--- src/acs_pkg.sv ---
`timescale 1ns / 1ps
package acs_pkg;

  localparam int TEXT_ROWS = 4;
  localparam int TEXT_MAX = 27;
  localparam int BUTTON_BYTES = 2;
  localparam int HOST_CONTROL_BYTES = 30;
  localparam int TL_W = (TEXT_ROWS > 1) ? $clog2(TEXT_ROWS) : 1;

  // register indexes
  localparam logic [1:0] REG_WAIT_LIMIT = 2'd0;
  localparam logic [1:0] REG_REPORT_INTERVAL = 2'd1;
  localparam logic [1:0] REG_STANDARD_TARGET = 2'd2;
  localparam logic [1:0] REG_EXTENDED_TARGET = 2'd3;

  // commands
  localparam logic [3:0] CMD_TICK = 4'd0;
  localparam logic [3:0] CMD_DISPLAY = 4'd1;
  localparam logic [3:0] CMD_TUNING = 4'd2;
  localparam logic [3:0] CMD_PRESENT = 4'd3;
  localparam logic [3:0] CMD_REFRESH = 4'd4;
  localparam logic [3:0] CMD_SETUP = 4'd5;
  localparam logic [3:0] CMD_DSTATE = 4'd6;
  localparam logic [3:0] CMD_TEXT = 4'd7;
  localparam logic [3:0] CMD_CLOSE = 4'd8;
  localparam logic [3:0] CMD_R1 = 4'd9;
  localparam logic [3:0] CMD_R2 = 4'd10;
  localparam logic [3:0] CMD_R4 = 4'd11;
  localparam logic [3:0] CMD_R5 = 4'd12;
  localparam logic [3:0] CMD_R6 = 4'd13;
  localparam logic [3:0] CMD_HOST = 4'd14;
  localparam logic [3:0] CMD_NONE = 4'd15;

  // transport result codes
  localparam logic [1:0] RES_BUSY = 2'd0;
  localparam logic [1:0] RES_DONE = 2'd1;
  localparam logic [1:0] RES_ERROR = 2'd2;
  localparam logic [1:0] RES_BAD = 2'd3;

  // pending flag bits
  localparam int F_GLYPHS = 0;
  localparam int F_DISPLAY = 1;
  localparam int F_CLOSE = 2;
  localparam int F_HC_PEND = 3;
  localparam int F_HC_READY = 4;
  localparam int F_PRESENT = 5;
  localparam int F_TUNING = 6;
  localparam int F_REFRESH = 7;
  localparam int F_SETUP = 8;
  localparam int F_DSTATE = 9;
  localparam int F_STAT_OK = 10;
  localparam int F_R1 = 11;
  localparam int F_R2 = 12;
  localparam int F_R4 = 13;
  localparam int F_R5 = 14;
  localparam int F_R6 = 15;
  localparam int F_DUE = 16;
  localparam int NFLAGS = 17;

  typedef enum logic [3:0] {
    PH_DISCOVER = 4'd0,
    PH_READY    = 4'd1,
    PH_PROBE    = 4'd2,
    PH_STATUS   = 4'd3,
    PH_BUTTONS  = 4'd4,
    PH_AXES     = 4'd5,
    PH_ROTARY   = 4'd6,
    PH_HOST     = 4'd7,
    PH_DSTATE   = 4'd8,
    PH_WRITE    = 4'd9
  } phase_t;

  typedef struct packed {
    logic [3:0]  command;
    logic        transport_owned;
    logic [1:0]  poll_result;
    logic [1:0]  queue_result;
    logic [15:0] argument;
    logic [7:0]  text_length;
    logic [7:0]  response_first;
    logic [7:0]  response_second;
  } item_t;

  typedef struct packed {
    logic        request_issued;
    logic        request_is_write;
    logic [7:0]  request_target;
    logic [7:0]  request_offset;
    logic [4:0]  request_length;
    logic        command_accepted;
    logic        endpoint_select;
    logic        connected;
    logic [7:0]  status_flags;
    logic [7:0]  motion_delta;
    logic        discovery_restarted;
  } result_t;

  typedef struct packed {
    logic [15:0] wait_limit;
    logic [3:0]  report_interval;
    logic [7:0]  standard_target;
    logic [7:0]  extended_target;
  } cfg_t;

endpackage

--- src/adapter_command_scheduler.sv ---
`timescale 1ns / 1ps
// Command scheduler for a two-endpoint polled adapter. Each input word is a
// run tick or a set-up command (command code on in_tuser); each gives exactly
// one result word, in the next cycle. An input word is taken every cycle while
// the output register is free or being drained, so the sustained rate is one
// word per clock; the scheduling decision is a single priority encode between
// the input port and the output register. Configuration writes are taken at
// any time but must only be issued while the block is idle.
module adapter_command_scheduler (
  input  logic        clk,
  input  logic        rst_n,
  input  logic        in_tvalid,
  output logic        in_tready,
  // command
  input  logic [3:0]  in_tuser,
  // transport_owned, poll_result, queue_result, argument, text_length,
  // response_first, response_second (zero pad to 48 bits)
  input  logic [47:0] in_tdata,
  output logic        out_tvalid,
  input  logic        out_tready,
  // request_issued, request_is_write, request_target, request_offset,
  // request_length, command_accepted, endpoint_select, connected,
  // status_flags, motion_delta, discovery_restarted (zero pad to 48 bits)
  output logic [47:0] out_tdata,
  input  logic        cfg_valid,
  output logic        cfg_ready,
  input  logic [1:0]  cfg_index,
  input  logic [15:0] cfg_data
);

  acs_pkg::cfg_t    cfg;
  acs_pkg::item_t   item;
  acs_pkg::result_t res;
  acs_pkg::result_t out_r;
  logic             ovalid_r;
  logic             step;

  assign in_tready = !ovalid_r || out_tready;
  assign step = in_tvalid && in_tready;

  assign item.command = in_tuser;
  assign item.transport_owned = in_tdata[0];
  assign item.poll_result = in_tdata[2:1];
  assign item.queue_result = in_tdata[4:3];
  assign item.argument = in_tdata[20:5];
  assign item.text_length = in_tdata[28:21];
  assign item.response_first = in_tdata[36:29];
  assign item.response_second = in_tdata[44:37];

  acs_cfg_regs u_cfg (
    .clk(clk), .rst_n(rst_n), .cfg_valid(cfg_valid), .cfg_ready(cfg_ready),
    .cfg_index(cfg_index), .cfg_data(cfg_data), .cfg(cfg)
  );

  acs_core u_core (
    .clk(clk), .rst_n(rst_n), .step(step), .item(item), .cfg(cfg), .res(res)
  );

  // output register
  always_ff @(posedge clk) begin
    if (!rst_n) begin
      ovalid_r <= 1'b0;
    end else if (step) begin
      ovalid_r <= 1'b1;
    end else if (out_tready) begin
      ovalid_r <= 1'b0;
    end
  end

  always_ff @(posedge clk) begin
    if (step) out_r <= res;
  end

  assign out_tvalid = ovalid_r;
  assign out_tdata = {
    5'd0,
    out_r.discovery_restarted,
    out_r.motion_delta,
    out_r.status_flags,
    out_r.connected,
    out_r.endpoint_select,
    out_r.command_accepted,
    out_r.request_length,
    out_r.request_offset,
    out_r.request_target,
    out_r.request_is_write,
    out_r.request_issued
  };

endmodule

--- src/acs_cfg_regs.sv ---
`timescale 1ns / 1ps
module acs_cfg_regs (
  input  logic          clk,
  input  logic          rst_n,
  input  logic          cfg_valid,
  output logic          cfg_ready,
  input  logic [1:0]    cfg_index,
  input  logic [15:0]   cfg_data,
  output acs_pkg::cfg_t cfg
);

  acs_pkg::cfg_t cfg_r;

  assign cfg_ready = 1'b1;
  assign cfg = cfg_r;

  // register writes
  always_ff @(posedge clk) begin
    if (!rst_n) begin
      cfg_r.wait_limit <= 16'd500;
      cfg_r.report_interval <= 4'd5;
      cfg_r.standard_target <= 8'h15;
      cfg_r.extended_target <= 8'h16;
    end else if (cfg_valid) begin
      unique case (cfg_index)
        acs_pkg::REG_WAIT_LIMIT: cfg_r.wait_limit <= cfg_data;
        acs_pkg::REG_REPORT_INTERVAL: cfg_r.report_interval <= cfg_data[3:0];
        acs_pkg::REG_STANDARD_TARGET: cfg_r.standard_target <= cfg_data[7:0];
        acs_pkg::REG_EXTENDED_TARGET: cfg_r.extended_target <= cfg_data[7:0];
        default: ;
      endcase
    end
  end

endmodule

--- src/acs_core.sv ---
`timescale 1ns / 1ps
module acs_core (
  input  logic             clk,
  input  logic             rst_n,
  input  logic             step,
  input  acs_pkg::item_t   item,
  input  acs_pkg::cfg_t    cfg,
  output acs_pkg::result_t res
);

  localparam int TL = acs_pkg::TEXT_ROWS;
  localparam int TW = acs_pkg::TL_W;

  logic                        ep_r, ep_nxt;
  acs_pkg::phase_t             ph_r, ph_nxt;
  logic [2:0]                  pin_r, pin_nxt;
  logic [acs_pkg::NFLAGS-1:0]  pf_r, pf_nxt;
  logic [TL-1:0]               tlp_r, tlp_nxt;
  logic [7:0]                  poff_r, poff_nxt;
  logic [3:0]                  cad_r, cad_nxt;
  logic [15:0]                 wc_r, wc_nxt;
  logic [7:0]                  fl_r, fl_nxt;
  logic [7:0]                  dl_r, dl_nxt;
  logic                        con_r, con_nxt;
  logic [4:0]                  tlen_mem [TL];

  logic        issued, is_wr, acc, rst_disc;
  logic [7:0]  off;
  logic [4:0]  len;
  logic        qok, rep, due;
  logic [TW-1:0] tsel;
  logic        twr;
  logic [TW-1:0] twr_idx;
  logic [15:0] am1;
  logic [7:0]  sv;

  assign am1 = item.argument - 16'd1;
  assign qok = item.queue_result == acs_pkg::RES_DONE;

  // lowest pending text line
  always_comb begin
    tsel = TW'(TL - 1);
    for (int i = TL - 2; i >= 0; i--) begin
      if (tlp_r[i]) tsel = TW'(i);
    end
  end

  always_comb begin
    ep_nxt = ep_r; ph_nxt = ph_r; pin_nxt = pin_r; pf_nxt = pf_r;
    tlp_nxt = tlp_r; poff_nxt = poff_r; cad_nxt = cad_r; wc_nxt = wc_r;
    fl_nxt = fl_r; dl_nxt = dl_r; con_nxt = con_r;
    issued = 1'b0; is_wr = 1'b0; off = 8'd0; len = 5'd0;
    acc = 1'b0; rst_disc = 1'b0; twr = 1'b0;
    twr_idx = am1[TW-1:0];
    rep = 1'b0; due = pf_r[acs_pkg::F_DUE]; sv = 8'd0;

    unique case (item.command)
      acs_pkg::CMD_TICK: begin
        if (ph_r != acs_pkg::PH_DISCOVER && ph_r != acs_pkg::PH_READY) begin
          // outstanding request: poll it
          if (item.poll_result == acs_pkg::RES_BUSY) begin
            if (wc_r >= cfg.wait_limit) rst_disc = 1'b1;
            else wc_nxt = wc_r + 16'd1;
          end else if (item.poll_result != acs_pkg::RES_DONE) begin
            rst_disc = 1'b1;
          end else begin
            wc_nxt = 16'd0;
            ph_nxt = acs_pkg::PH_READY;
            unique case (ph_r)
              acs_pkg::PH_PROBE: begin
                sv = ep_r ? (item.response_first & 8'h3f) : item.response_first;
                con_nxt = sv != 8'd0;
              end
              acs_pkg::PH_STATUS: begin
                fl_nxt = item.response_first;
                if (!item.response_first[7]) begin
                  pin_nxt = pin_r | item.response_first[2:0];
                  if (item.response_first[4]) pf_nxt[acs_pkg::F_HC_PEND] = 1'b1;
                  if (item.response_first[5]) pf_nxt[acs_pkg::F_GLYPHS] = 1'b1;
                end
                if (item.response_second[2]) dl_nxt = dl_r + 8'd1;
                else if (item.response_second[3]) dl_nxt = dl_r - 8'd1;
                pf_nxt[acs_pkg::F_STAT_OK] = 1'b1;
              end
              acs_pkg::PH_BUTTONS: pin_nxt[0] = 1'b0;
              acs_pkg::PH_AXES: pin_nxt[1] = 1'b0;
              acs_pkg::PH_ROTARY: pin_nxt[2] = 1'b0;
              acs_pkg::PH_HOST: begin
                pf_nxt[acs_pkg::F_HC_PEND] = 1'b0;
                pf_nxt[acs_pkg::F_HC_READY] = 1'b1;
              end
              default: ;
            endcase
          end
        end else if (item.transport_owned) begin
          if (item.poll_result == acs_pkg::RES_DONE) begin
            // priority selection of the next request
            is_wr = 1'b1;
            if (ph_r == acs_pkg::PH_DISCOVER) begin
              is_wr = 1'b0; off = 8'h0c; len = ep_r ? 5'd4 : 5'd1;
              ph_nxt = acs_pkg::PH_PROBE;
            end else if (pin_r[0]) begin
              is_wr = 1'b0; off = 8'h01; len = 5'(acs_pkg::BUTTON_BYTES);
              ph_nxt = acs_pkg::PH_BUTTONS;
            end else if (pin_r[1]) begin
              is_wr = 1'b0; off = 8'h02; len = 5'd2; ph_nxt = acs_pkg::PH_AXES;
            end else if (pin_r[2]) begin
              is_wr = 1'b0; off = 8'h03; len = ep_r ? 5'd2 : 5'd1;
              ph_nxt = acs_pkg::PH_ROTARY;
            end else if (pf_r[acs_pkg::F_HC_PEND] && !pf_r[acs_pkg::F_HC_READY]) begin
              is_wr = 1'b0; off = 8'ha0; len = 5'(acs_pkg::HOST_CONTROL_BYTES);
              ph_nxt = acs_pkg::PH_HOST;
            end else if (pf_r[acs_pkg::F_PRESENT] && ep_r) begin
              off = poff_r; len = 5'd0; ph_nxt = acs_pkg::PH_WRITE;
              if (qok) pf_nxt[acs_pkg::F_PRESENT] = 1'b0;
            end else if (pf_r[acs_pkg::F_TUNING]) begin
              off = 8'h0e; len = 5'd1; ph_nxt = acs_pkg::PH_WRITE;
              if (qok) pf_nxt[acs_pkg::F_TUNING] = 1'b0;
            end else if (pf_r[acs_pkg::F_REFRESH]) begin
              off = 8'h17; len = 5'd1; ph_nxt = acs_pkg::PH_WRITE;
              if (qok) pf_nxt[acs_pkg::F_REFRESH] = 1'b0;
            end else if (pf_r[acs_pkg::F_SETUP]) begin
              off = 8'hc0; len = 5'd1; ph_nxt = acs_pkg::PH_WRITE;
              if (qok) pf_nxt[acs_pkg::F_SETUP] = 1'b0;
            end else if (pf_r[acs_pkg::F_DSTATE] && !ep_r && pf_r[acs_pkg::F_STAT_OK]) begin
              off = 8'h18; len = 5'd1; ph_nxt = acs_pkg::PH_DSTATE;
              if (qok) pf_nxt[acs_pkg::F_DSTATE] = 1'b0;
            end else if (pf_r[acs_pkg::F_GLYPHS]) begin
              off = 8'h06; len = 5'd3; ph_nxt = acs_pkg::PH_WRITE;
              if (qok) pf_nxt[acs_pkg::F_GLYPHS] = 1'b0;
            end else if (pf_r[acs_pkg::F_DISPLAY] && !ep_r) begin
              off = 8'h0f; len = 5'd3; ph_nxt = acs_pkg::PH_WRITE;
              if (qok) pf_nxt[acs_pkg::F_DISPLAY] = 1'b0;
            end else if (tlp_r != '0 && ep_r) begin
              off = 8'h1a; len = tlen_mem[tsel]; ph_nxt = acs_pkg::PH_WRITE;
              if (qok) tlp_nxt[tsel] = 1'b0;
            end else if (pf_r[acs_pkg::F_CLOSE] && ep_r) begin
              off = 8'h1a; len = 5'd4; ph_nxt = acs_pkg::PH_WRITE;
              if (qok) pf_nxt[acs_pkg::F_CLOSE] = 1'b0;
            end else begin
              // report cadence
              rep = ep_r ? (pf_r[acs_pkg::F_R4] | pf_r[acs_pkg::F_R5] | pf_r[acs_pkg::F_R6])
                         : (pf_r[acs_pkg::F_R1] | pf_r[acs_pkg::F_R2]);
              due = pf_r[acs_pkg::F_DUE];
              if (rep && !due) begin
                if (cad_r == 4'd0) due = 1'b1;
                cad_nxt = cad_r + 4'd1;
                if (cad_nxt == cfg.report_interval) cad_nxt = 4'd0;
              end
              pf_nxt[acs_pkg::F_DUE] = due;
              ph_nxt = acs_pkg::PH_WRITE;
              if (due && !ep_r && pf_r[acs_pkg::F_R2]) begin
                off = 8'h04; len = 5'd18;
                if (qok) begin
                  pf_nxt[acs_pkg::F_R2] = 1'b0;
                  pf_nxt[acs_pkg::F_DUE] = pf_r[acs_pkg::F_R1];
                end
              end else if (due && !ep_r && pf_r[acs_pkg::F_R1]) begin
                off = 8'h05; len = 5'd12;
                if (qok) begin
                  pf_nxt[acs_pkg::F_R1] = 1'b0;
                  pf_nxt[acs_pkg::F_DUE] = pf_r[acs_pkg::F_R2];
                end
              end else if (due && ep_r && pf_r[acs_pkg::F_R4]) begin
                off = 8'h08; len = 5'd25;
                if (qok) begin
                  pf_nxt[acs_pkg::F_R4] = 1'b0;
                  pf_nxt[acs_pkg::F_DUE] = pf_r[acs_pkg::F_R5] | pf_r[acs_pkg::F_R6];
                end
              end else if (due && ep_r && pf_r[acs_pkg::F_R5]) begin
                off = 8'h09; len = 5'd16;
                if (qok) begin
                  pf_nxt[acs_pkg::F_R5] = 1'b0;
                  pf_nxt[acs_pkg::F_DUE] = pf_r[acs_pkg::F_R4] | pf_r[acs_pkg::F_R6];
                end
              end else if (due && ep_r && pf_r[acs_pkg::F_R6]) begin
                off = 8'h19; len = 5'd2;
                if (qok) begin
                  pf_nxt[acs_pkg::F_R6] = 1'b0;
                  pf_nxt[acs_pkg::F_DUE] = pf_r[acs_pkg::F_R4] | pf_r[acs_pkg::F_R5];
                end
              end else begin
                is_wr = 1'b0; off = 8'h00; len = 5'd2; ph_nxt = acs_pkg::PH_STATUS;
              end
            end
            if (qok) begin
              issued = 1'b1;
              wc_nxt = 16'd0;
            end else begin
              ph_nxt = ph_r;
              tlp_nxt = tlp_r;
              is_wr = 1'b0; off = 8'd0; len = 5'd0;
              // only the due flag and cadence survive a refused queue
              pf_nxt = pf_r;
              pf_nxt[acs_pkg::F_DUE] = due;
              if (item.queue_result != acs_pkg::RES_BUSY) rst_disc = 1'b1;
            end
          end else if (item.poll_result != acs_pkg::RES_BUSY) begin
            rst_disc = 1'b1;
          end
        end
      end
      acs_pkg::CMD_DISPLAY: if (item.argument != 16'd0) begin
        pf_nxt[acs_pkg::F_DISPLAY] = 1'b1; acc = 1'b1;
      end
      acs_pkg::CMD_TUNING: begin pf_nxt[acs_pkg::F_TUNING] = 1'b1; acc = 1'b1; end
      acs_pkg::CMD_PRESENT: if (item.argument >= 16'd1 && item.argument <= 16'd3) begin
        poff_nxt = 8'h20 + am1[7:0];
        pf_nxt[acs_pkg::F_PRESENT] = 1'b1; acc = 1'b1;
      end
      acs_pkg::CMD_REFRESH: begin pf_nxt[acs_pkg::F_REFRESH] = 1'b1; acc = 1'b1; end
      acs_pkg::CMD_SETUP: if (item.argument != 16'd0) begin
        pf_nxt[acs_pkg::F_SETUP] = 1'b1; acc = 1'b1;
      end
      acs_pkg::CMD_DSTATE: if (item.argument != 16'd0) begin
        pf_nxt[acs_pkg::F_DSTATE] = 1'b1; acc = 1'b1;
      end
      acs_pkg::CMD_TEXT: begin
        if (item.argument >= 16'd1 && item.argument <= 16'(TL)
            && item.text_length <= 8'(acs_pkg::TEXT_MAX)) begin
          twr = 1'b1;
          tlp_nxt[twr_idx] = 1'b1;
          acc = 1'b1;
        end
      end
      acs_pkg::CMD_CLOSE: begin pf_nxt[acs_pkg::F_CLOSE] = 1'b1; acc = 1'b1; end
      acs_pkg::CMD_R1: begin pf_nxt[acs_pkg::F_R1] = 1'b1; acc = 1'b1; end
      acs_pkg::CMD_R2: begin pf_nxt[acs_pkg::F_R2] = 1'b1; acc = 1'b1; end
      acs_pkg::CMD_R4: begin pf_nxt[acs_pkg::F_R4] = 1'b1; acc = 1'b1; end
      acs_pkg::CMD_R5: begin pf_nxt[acs_pkg::F_R5] = 1'b1; acc = 1'b1; end
      acs_pkg::CMD_R6: begin pf_nxt[acs_pkg::F_R6] = 1'b1; acc = 1'b1; end
      acs_pkg::CMD_HOST: if (pf_r[acs_pkg::F_HC_READY]) begin
        pf_nxt[acs_pkg::F_HC_READY] = 1'b0; acc = 1'b1;
      end
      default: ;
    endcase

    // discovery restart on the other endpoint
    if (rst_disc) begin
      pf_nxt = '0;
      pf_nxt[acs_pkg::F_DSTATE] = pf_r[acs_pkg::F_DSTATE] || ph_r == acs_pkg::PH_DSTATE;
      ep_nxt = ~ep_r;
      pin_nxt = 3'd0; tlp_nxt = '0; cad_nxt = 4'd0; wc_nxt = 16'd0;
      ph_nxt = acs_pkg::PH_DISCOVER;
      fl_nxt = 8'd0; dl_nxt = 8'd0; con_nxt = 1'b0;
    end
  end

  // state registers
  always_ff @(posedge clk) begin
    if (!rst_n) begin
      ep_r <= 1'b0; ph_r <= acs_pkg::PH_DISCOVER; pin_r <= 3'd0; pf_r <= '0;
      tlp_r <= '0; poff_r <= 8'd0; cad_r <= 4'd0; wc_r <= 16'd0;
      fl_r <= 8'd0; dl_r <= 8'd0; con_r <= 1'b0;
    end else if (step) begin
      ep_r <= ep_nxt; ph_r <= ph_nxt; pin_r <= pin_nxt; pf_r <= pf_nxt;
      tlp_r <= tlp_nxt; poff_r <= poff_nxt; cad_r <= cad_nxt; wc_r <= wc_nxt;
      fl_r <= fl_nxt; dl_r <= dl_nxt; con_r <= con_nxt;
    end
  end

  // text record lengths
  always_ff @(posedge clk) begin
    if (step && twr) tlen_mem[twr_idx] <= item.text_length[4:0] + 5'd3;
  end

  always_comb begin
    res.request_issued = issued;
    res.request_is_write = is_wr;
    res.request_target = issued ? (ep_r ? cfg.extended_target : cfg.standard_target) : 8'd0;
    res.request_offset = off;
    res.request_length = len;
    res.command_accepted = acc;
    res.endpoint_select = ep_nxt;
    res.connected = con_nxt;
    res.status_flags = fl_nxt;
    res.motion_delta = dl_nxt;
    res.discovery_restarted = rst_disc;
  end

endmodule
--- config.mk ---
export PLATFORM = sky130hd
export DESIGN_NAME = adapter_command_scheduler
export DESIGN_NICKNAME = d
export VERILOG_FILES = /design/src/acs_pkg.sv /design/src/adapter_command_scheduler.sv /design/src/acs_cfg_regs.sv /design/src/acs_core.sv
export SDC_FILE = /design/constraint.sdc
export NUM_CORES = 1
export LEC_CHECK = 0
export BUFFER_PORTS_ARGS = -buffer_cell sky130_fd_sc_hd__buf_2
export CAP_MARGIN = 15
export CORE_ASPECT_RATIO = 1.1
export CORE_UTILIZATION = 59
export CTS_CLUSTER_SIZE = 30
export DETAILED_ROUTE_END_ITERATION = 8
export HOLD_SLACK_MARGIN = 0.05
export PLACE_DENSITY = 0.81
export SETUP_SLACK_MARGIN = 0.4
export SLEW_MARGIN = 30
export SYNTH_ARGS = -nofsm -noshare
export SYNTH_HDL_FRONTEND = slang
export SYNTH_SLANG_ARGS = --single-unit
--- constraint.sdc ---
create_clock -name clk -period 3.4 [get_ports clk]
set_input_delay 0.51 -clock clk [delete_from_list [all_inputs] [get_ports clk]]
set_output_delay 0.51 -clock clk [all_outputs]
set_load 0.01 [all_outputs]
==> results of run 1 <==
-- state kept, by name, indices dropped and copies added, names as in the netlist --
signal and count:
u_core.fl_r 8, u_core.tlen_mem 20, u_core.ph_r 4, u_core.wc_r 16, out_tvalid 1, u_core.pin_r 3, u_core.poff_r 8, u_core.dl_r 8
u_core.tlp_r 4, u_cfg.cfg 36, u_core.cad_r 4, u_core.ep_r 1, u_core.pf_r 17, u_core.con_r 1, out_tdata 43
-- metal layers --
metal | GRT usage (%) | vias up
li1 | - | 4219
met2 | 51.2 | 389
met1 | 38.0 | 4124
met3 | 4.84 | 58
met4 | 12.4 | 0
met5 | 0 | -
-- power groups by stage --
stage	combinational [W]	clock (W)	sequential [W]
2_1_floorplan	0.000216	0	0.00228
4_1_cts	0.000367	0.00205	0.00223
3_5_place_dp	0.000364	0	0.00227
6_report	0.000371	0.00203	0.00223
5_1_grt	0.000409	0.00214	0.00223
3_3_place_gp	0.000356	0	0.00227
-- how the worst max path moves through the flow --
| stage | startpoint | end | slack, ps | cells after the start |
|---|---|---|---|---|
| floorplan | out_tready | u_core.tlen_mem[0][0]$_DFFE_PP_ | 1050 | 5 |
| global placement | u_cfg.cfg[33]$_SDFFE_PN0P_ | u_core.wc_r[12]$_SDFFE_PN0P_ | 630 | 9 |
| detailed placement | u_core.wc_r[9]$_SDFFE_PN0P_ | u_core.wc_r[12]$_SDFFE_PN0P_ | 550 | 8 |
| CTS | u_core.wc_r[9]$_SDFFE_PN0P_ | u_core.wc_r[12]$_SDFFE_PN0P_ | 490 | 8 |
| global route | u_core.ph_r[1]$_SDFFE_PN0P_ | u_core.pf_r[16]$_SDFFE_PN0P_ | 400 | 7 |
| finish | u_core.wc_r[9]$_SDFFE_PN0P_ | u_core.pf_r[7]$_SDFFE_PN0P_ | 560 | 9 |
-- synthesized netlist by cell type, types with 12 or more instances --
| cell type | number | area (um2) |
|---|---|---|
| or3_1 | 12 | 75.1 |
| ha_1 | 28 | 350 |
| a31oi_1 | 16 | 100 |
| o211ai_1 | 17 | 128 |
| dfxtp_1 | 111 | 2220 |
| edfxtp_1 | 63 | 1890 |
| a211oi_1 | 17 | 128 |
| nor3_1 | 25 | 125 |
| nor2_1 | 85 | 319 |
| or4_1 | 12 | 90.1 |
| and3_1 | 13 | 81.3 |
| a21oi_1 | 98 | 490 |
| clkbuf_1 | 45 | 169 |
| nand4_1 | 24 | 150 |
| nand2_1 | 174 | 653 |
| o21ai_0 | 34 | 170 |
| mux2i_1 | 36 | 360 |
| inv_1 | 49 | 184 |
| nand3_1 | 54 | 270 |
| o22ai_1 | 16 | 100 |
| nand2b_1 | 12 | 75.1 |
| xnor2_1 | 12 | 105 |
-- stage by stage --
step | hold slack [ps] | total power [W] | utilization [%] | setup slack, ps
floorplan | 436 | 0.00249 | - | 1050
global placement | 441 | 0.00263 | 65.0 | 626
detailed placement | 448 | 0.00264 | 65.0 | 552
CTS | 298 | 0.00464 | 68.9 | 493
global route | 314 | 0.00477 | 69.0 | 403
finish | 305 | 0.00463 | 69.0 | 563
-- critical path: stages, from the launching register on --
cell      delay [ps]
dfxtp_1          420
ha_1             280
a211oi_1         240
o21ai_0          140
a211o_1          300
a31o_2           310
buf_4            210
a21oi_2          480
o21ai_1          140
a211oi_1         240
-- cells by family after synthesis --
family	Yosys count
AO/OA/AOI/OAI	258
buffers and inverters	125
AND/OR/NAND/NOR	475
multiplexers	37
flip-flops	174
adder cells (fa/ha/maj)	28
XOR/XNOR	23
other	2
-- final cells by class --
cell class	instances	area [um2]	share of cell area, %
Clock buffer	22	495	4.55
Clock inverter	10	123	1.13
Inverter	49	184	1.69
Multi-Input combinational cell	827	4990	45.8
Sequential cell	174	4110	37.8
Tap cell	200	250	2.30
Timing Repair Buffer	135	738	6.78
==> flow_summary.json, run 1 <==
{
  "clockPowerShare_pct": 43.9,
  "outcome": "finished clean",
  "syn_to_final_growth_pct": 13.5,
  "core_area_mm2": 0.0158,
  "crit_path_max_fanout": 12,
  "drt-total-wl_um": 24300,
  "grt_start_max_net_pins": 60,
  "maxUsedRoutingLayer": "met4",
  "ys_async_sr_fraction_pct": 0,
  "antenna_found_initial": 0,
  "slew_headroom_pct": 36.8,
  "worstPathRequired_ps": 3750,
  "grt_pass1_vias": 8121,
  "final_cell_mix": "174 x nand2_1, 111 x dfxtp_1, 110 x buf_2",
  "hold_violations": 0,
  "slew_violations": 0,
  "vias_per_cell": 6.20,
  "comb_power_share_pct": 8.0,
  "setup-violations-final": 0,
  "gp_congestion": 0.957,
  "rsz0062_at_grt": "true",
  "synth-compound-area-share_pct": 17.4,
  "final_cell_area_mm2": 0.0109,
  "ctsHoldBuffers": 0,
  "reg2reg_depth": 9,
  "fillers": 1285,
  "std_cell_rows": 48,
  "cts-root-buf": "clkbuf_16",
  "r2r-start": "u_core.wc_r[9]$_SDFFE_PN0P_",
  "cts_resized": 0,
  "die_w_um": 124,
  "path_class": "flop to flop",
  "p_sw_share_pct": 23.8,
  "num_vias": 8790,
  "drc_errors": 0,
  "clkTransAtPathRegs_ps": 70,
  "route.detailed.wl_per_inst_um": 17.1,
  "ys.warnings.count": 0,
  "firstDrtPassIters": 5,
  "start_util_pct": 60.8,
  "synth_top_family_by_area": "simple AND/OR/NAND/NOR gates",
  "switching_power_w": 0.00110,
  "detailroute.wirelength.met2_um": 12100,
  "seq_area_frac_synth_pct": 42.9,
  "syn_inst": 1122,
  "drive_above_1_share_pct": 16.7,
  "tightest_slew_ps": 947,
  "hold_path_class": "input port to flop",
  "port_buffers": 110,
  "final_cells": 1417,
  "drtIter0Drc": 671,
  "setup_tns_ps": 0,
  "placed_area_mm2": 0.0103,
  "post_cts_buffers": 0,
  "diodes": 0,
  "io_pins": 126,
  "power_frac_seq_pct": 48.1,
  "worstReg2RegEnd": "u_core.pf_r[7]$_SDFFE_PN0P_",
  "synth_edf_count": 63,
  "synth-main-ff-cell": "dfxtp_1",
  "timing.final.crit_share_pct": 83.4,
  "hp-start": "cfg_data[9]",
  "whs_path_depth": 3,
  "power.density_mw_per_mm2": 425,
  "mostFrequentLayoutCell": "nand2_1",
  "overflow": 0,
  "maxCapViolCount": 0,
  "dp_hpwl_um": 17100,
  "synth-xor-area-share_pct": 2.10,
  "hold_end": "u_cfg.cfg[29]$_SDFFE_PN0P_",
  "ys_ff_latch": 174,
  "worstPathArrival_ps": 3190,
  "yosys.area_share.simple_pct": 24.5,
  "ant_nets": 0,
  "met1_length_um": 9830,
  "netlist_area_mm2": 0.00960,
  "max_freq_mhz": 352,
  "synth.distinct_cells": 82,
  "nets": 1307,
  "grt_pass1_wl_um": 39500,
  "clk_latency_ps": 440,
  "synthMuxAreaShare_pct": 3.87,
  "reg2reg_slack_ps": 560,
  "start_kind": "flop",
  "h-tree-depth": 4,
  "cts_tree": "built",
  "leakage_nw": 4.10,
  "cts_sinks": 174,
  "avgSynthCellArea_um2": 8.55,
  "finalClockSkew_ps": 7.27,
  "route.met3.wl_um": 1610,
  "groute.usage.overall_pct": 30.3,
  "numCtsBuffers": 17,
  "place_inst": 1385,
  "dieArea_mm2": 0.0168,
  "clk_path_buf_depth": 2,
  "intPower_w": 0.00353,
  "yosys.area_share.adder_pct": 3.65,
  "fp.dieH_um": 136,
  "end_kind": "flop",
  "min_period_ps": 2840,
  "ir_drop_v": 0.000269
}
Note: power is estimated with default switching activity, not from simulation.
==> inputs of run 2 (changes only) <==
--- a/config.mk
+++ b/config.mk
@@ -8,11 +8,11 @@
 export BUFFER_PORTS_ARGS = -buffer_cell sky130_fd_sc_hd__buf_2
 export CAP_MARGIN = 15
 export CORE_ASPECT_RATIO = 1.1
-export CORE_UTILIZATION = 59
+export CORE_UTILIZATION = 53
 export CTS_CLUSTER_SIZE = 30
 export DETAILED_ROUTE_END_ITERATION = 8
 export HOLD_SLACK_MARGIN = 0.05
-export PLACE_DENSITY = 0.81
+export PLACE_DENSITY = 0.77
 export SETUP_SLACK_MARGIN = 0.4
 export SLEW_MARGIN = 30
 export SYNTH_ARGS = -nofsm -noshare
==> constraint.sdc (replaced) <==
create_clock -name clk -period 2.42 [get_ports clk]
set_input_delay 0.363 -clock clk [delete_from_list [all_inputs] [get_ports clk]]
set_output_delay 0.363 -clock clk [all_outputs]
set_load 0.01 [all_outputs]
==> run 2 against run 1 <==
Final cell count is 9.5% higher. Critical path type unchanged. Combinational power is 79% higher. Non-clock buffer count is 97 higher. Sequential cell count stayed put. Maximum frequency is 24% higher. Final area is 15% higher. First-iteration DRC count is 46% higher. Highest routed layer unchanged. Global-route usage is 1.2 points lower. Via count is 7.2% higher. Die area is 11% higher. Clock power is 25% higher. Sequential power is 40% higher.
==> flow_summary.json, run 2 (synthesis results as in run 1) <==
{
  "hold_path_class": "input port to flop",
  "hp-start": "cfg_data[9]",
  "firstDrtPassIters": 6,
  "diodes": 0,
  "worstReg2RegEnd": "u_core.cad_r[0]$_SDFFE_PN0P_",
  "final_cell_area_mm2": 0.0125,
  "slew_headroom_pct": 56.2,
  "largest_register_ffs": 43,
  "drt-total-wl_um": 27700,
  "place_inst": 1472,
  "route.detailed.wl_per_inst_um": 17.8,
  "start_kind": "flop",
  "min_period_ps": 2280,
  "clkTransAtPathRegs_ps": 60,
  "reg2reg_depth": 8,
  "vias_per_cell": 6.07,
  "clk_latency_ps": 440,
  "dieArea_mm2": 0.0187,
  "reg2reg_slack_ps": 140,
  "h-tree-depth": 4,
  "final_cell_mix": "165 x nand2_1, 110 x buf_2, 94 x dfxtp_1",
  "mostFrequentLayoutCell": "nand2_1",
  "num_vias": 9420,
  "hold_end": "u_cfg.cfg[29]$_SDFFE_PN0P_",
  "timing.final.crit_share_pct": 94.3,
  "grt_start_max_net_pins": 56,
  "io_pins": 126,
  "leakage_nw": 4.75,
  "grt_pass1_vias": 8653,
  "die_w_um": 130,
  "path_class": "flop to flop",
  "r2r-start": "u_core.tlp_r[3]$_SDFFE_PN0P_",
  "ir_drop_v": 0.000547,
  "cts_sinks": 174,
  "max_freq_mhz": 438,
  "overflow": 0,
  "whs_path_depth": 3,
  "worstPathRequired_ps": 2770,
  "cts_tree": "built",
  "gp_congestion": 0.944,
  "outcome": "finished clean",
  "final_cells": 1552,
  "end_kind": "flop",
  "clk_path_buf_depth": 2,
  "syn_to_final_growth_pct": 30.4,
  "post-route-util_pct": 70.5,
  "cts-root-buf": "clkbuf_16",
  "worstPathArrival_ps": 2630,
  "port_buffers": 110,
  "numCtsBuffers": 17,
  "antenna_found_initial": 0,
  "rsz0062_at_grt": "true",
  "nets": 1404,
  "maxCapViolCount": 0,
  "core_area_mm2": 0.0177,
  "drive_above_1_share_pct": 32.5,
  "tightest_slew_ps": 651,
  "power.density_mw_per_mm2": 505,
  "drtIter0Drc": 981,
  "fillers": 1304,
  "finalClockSkew_ps": 11.4,
  "fp.dieH_um": 143,
  "grt_pass1_wl_um": 42200,
  "start_util_pct": 54.1,
  "hold_violations": 0,
  "setup_tns_ps": 0,
  "groute.usage.overall_pct": 29.1,
  "drc_errors": 0,
  "slew_violations": 0,
  "crit_path_max_fanout": 4,
  "placed_area_mm2": 0.0109,
  "setup-violations-final": 0,
  "hold-worst-slack_ps": 149,
  "std_cell_rows": 51,
  "dp_hpwl_um": 17900,
  "ant_nets": 0
}
run 2: cell count changes in the layout (fill, tap and decap cells not counted), sizes merged:
cell	before	now
clkinv	4	6
clkbuf	22	24
bufinv	2	0
clkinvlp	1	3
inv	52	50
buf	135	230
run 2: layout make-up:
| cell class | instances | area (um2) | share of cell area [%] |
|---|---|---|---|
| Inverter | 49 | 191 | 1.53 |
| Multi-Input combinational cell | 827 | 5690 | 45.5 |
| Timing Repair Buffer | 232 | 1660 | 13.3 |
| Sequential cell | 174 | 4140 | 33.1 |
| Clock buffer | 22 | 465 | 3.72 |
| Tap cell | 238 | 298 | 2.38 |
| Clock inverter | 10 | 63.8 | 0.510 |
run 2: worst max path at each step:
| stage | startpoint | to | slack (ps) | cells after the start |
|---|---|---|---|---|
| 6_report | u_core.tlp_r[3]$_SDFFE_PN0P_ | u_core.cad_r[0]$_SDFFE_PN0P_ | 140 | 8 |
| 4_1_cts | u_core.wc_r[9]$_SDFFE_PN0P_ | u_core.wc_r[1]$_SDFFE_PN0P_ | 210 | 10 |
| 5_1_grt | u_core.tlp_r[3]$_SDFFE_PN0P_ | u_core.cad_r[0]$_SDFFE_PN0P_ | 60 | 8 |
| 3_3_place_gp | u_core.wc_r[0]$_SDFFE_PN0P_ | out_tdata[39]$_DFFE_PP_ | 40 | 11 |
| 2_1_floorplan | u_core.ph_r[1]$_SDFFE_PN0P_ | u_core.wc_r[6]$_SDFFE_PN0P_ | 280 | 8 |
| 3_5_place_dp | u_core.wc_r[0]$_SDFFE_PN0P_ | out_tdata[30]$_DFFE_PP_ | -30 | 11 |
run 2: layer usage:
layer	wire (um)	part of all wire [%]	GRT usage (%)	up-vias
met1	10800	39	35.2	4405
met5	0	0	0	-
met2	13500	49	49.0	487
met4	1330	4.8	14.1	0
met3	2020	7.3	5.88	119
li1	-	-	-	4409
run 2: metrics by stage:
step / setup WS, ps / total power, W
after floorplan: 284 / 0.00352
after global placement: 40.7 / 0.00374
after detailed placement: -32.8 / 0.00375
after CTS: 214 / 0.00627
after global routing: 58.1 / 0.00650
final: 138 / 0.00632
run 2: what timing repair did:
item,CTS,global route
gates resized for setup,95,90
hold buffers,0,0
endpoints found under the hold margin,0,0
endpoints found under the setup margin,96,117
gates cloned,0,3
pin swaps,49,47
setup buffers,33,12
run 2: critical path, stage by stage (launching register included):
cell and delay, ps:
dfxtp_2 320, or4_4 550, o21ai_4 250, nand4_1 200, nor4_2 270, buf_4 180
a21o_1 140, nand2_4 80, o31ai_1 180
run 2: power by group:
group | switching [W] | leakage (nW) | total [W] | internal (W)
registers | 0.0000325 | 1.52 | 0.00312 | 0.00309
logic | 0.000400 | 2.98 | 0.000664 | 0.000264
clock network | 0.00116 | 0.253 | 0.00253 | 0.00137
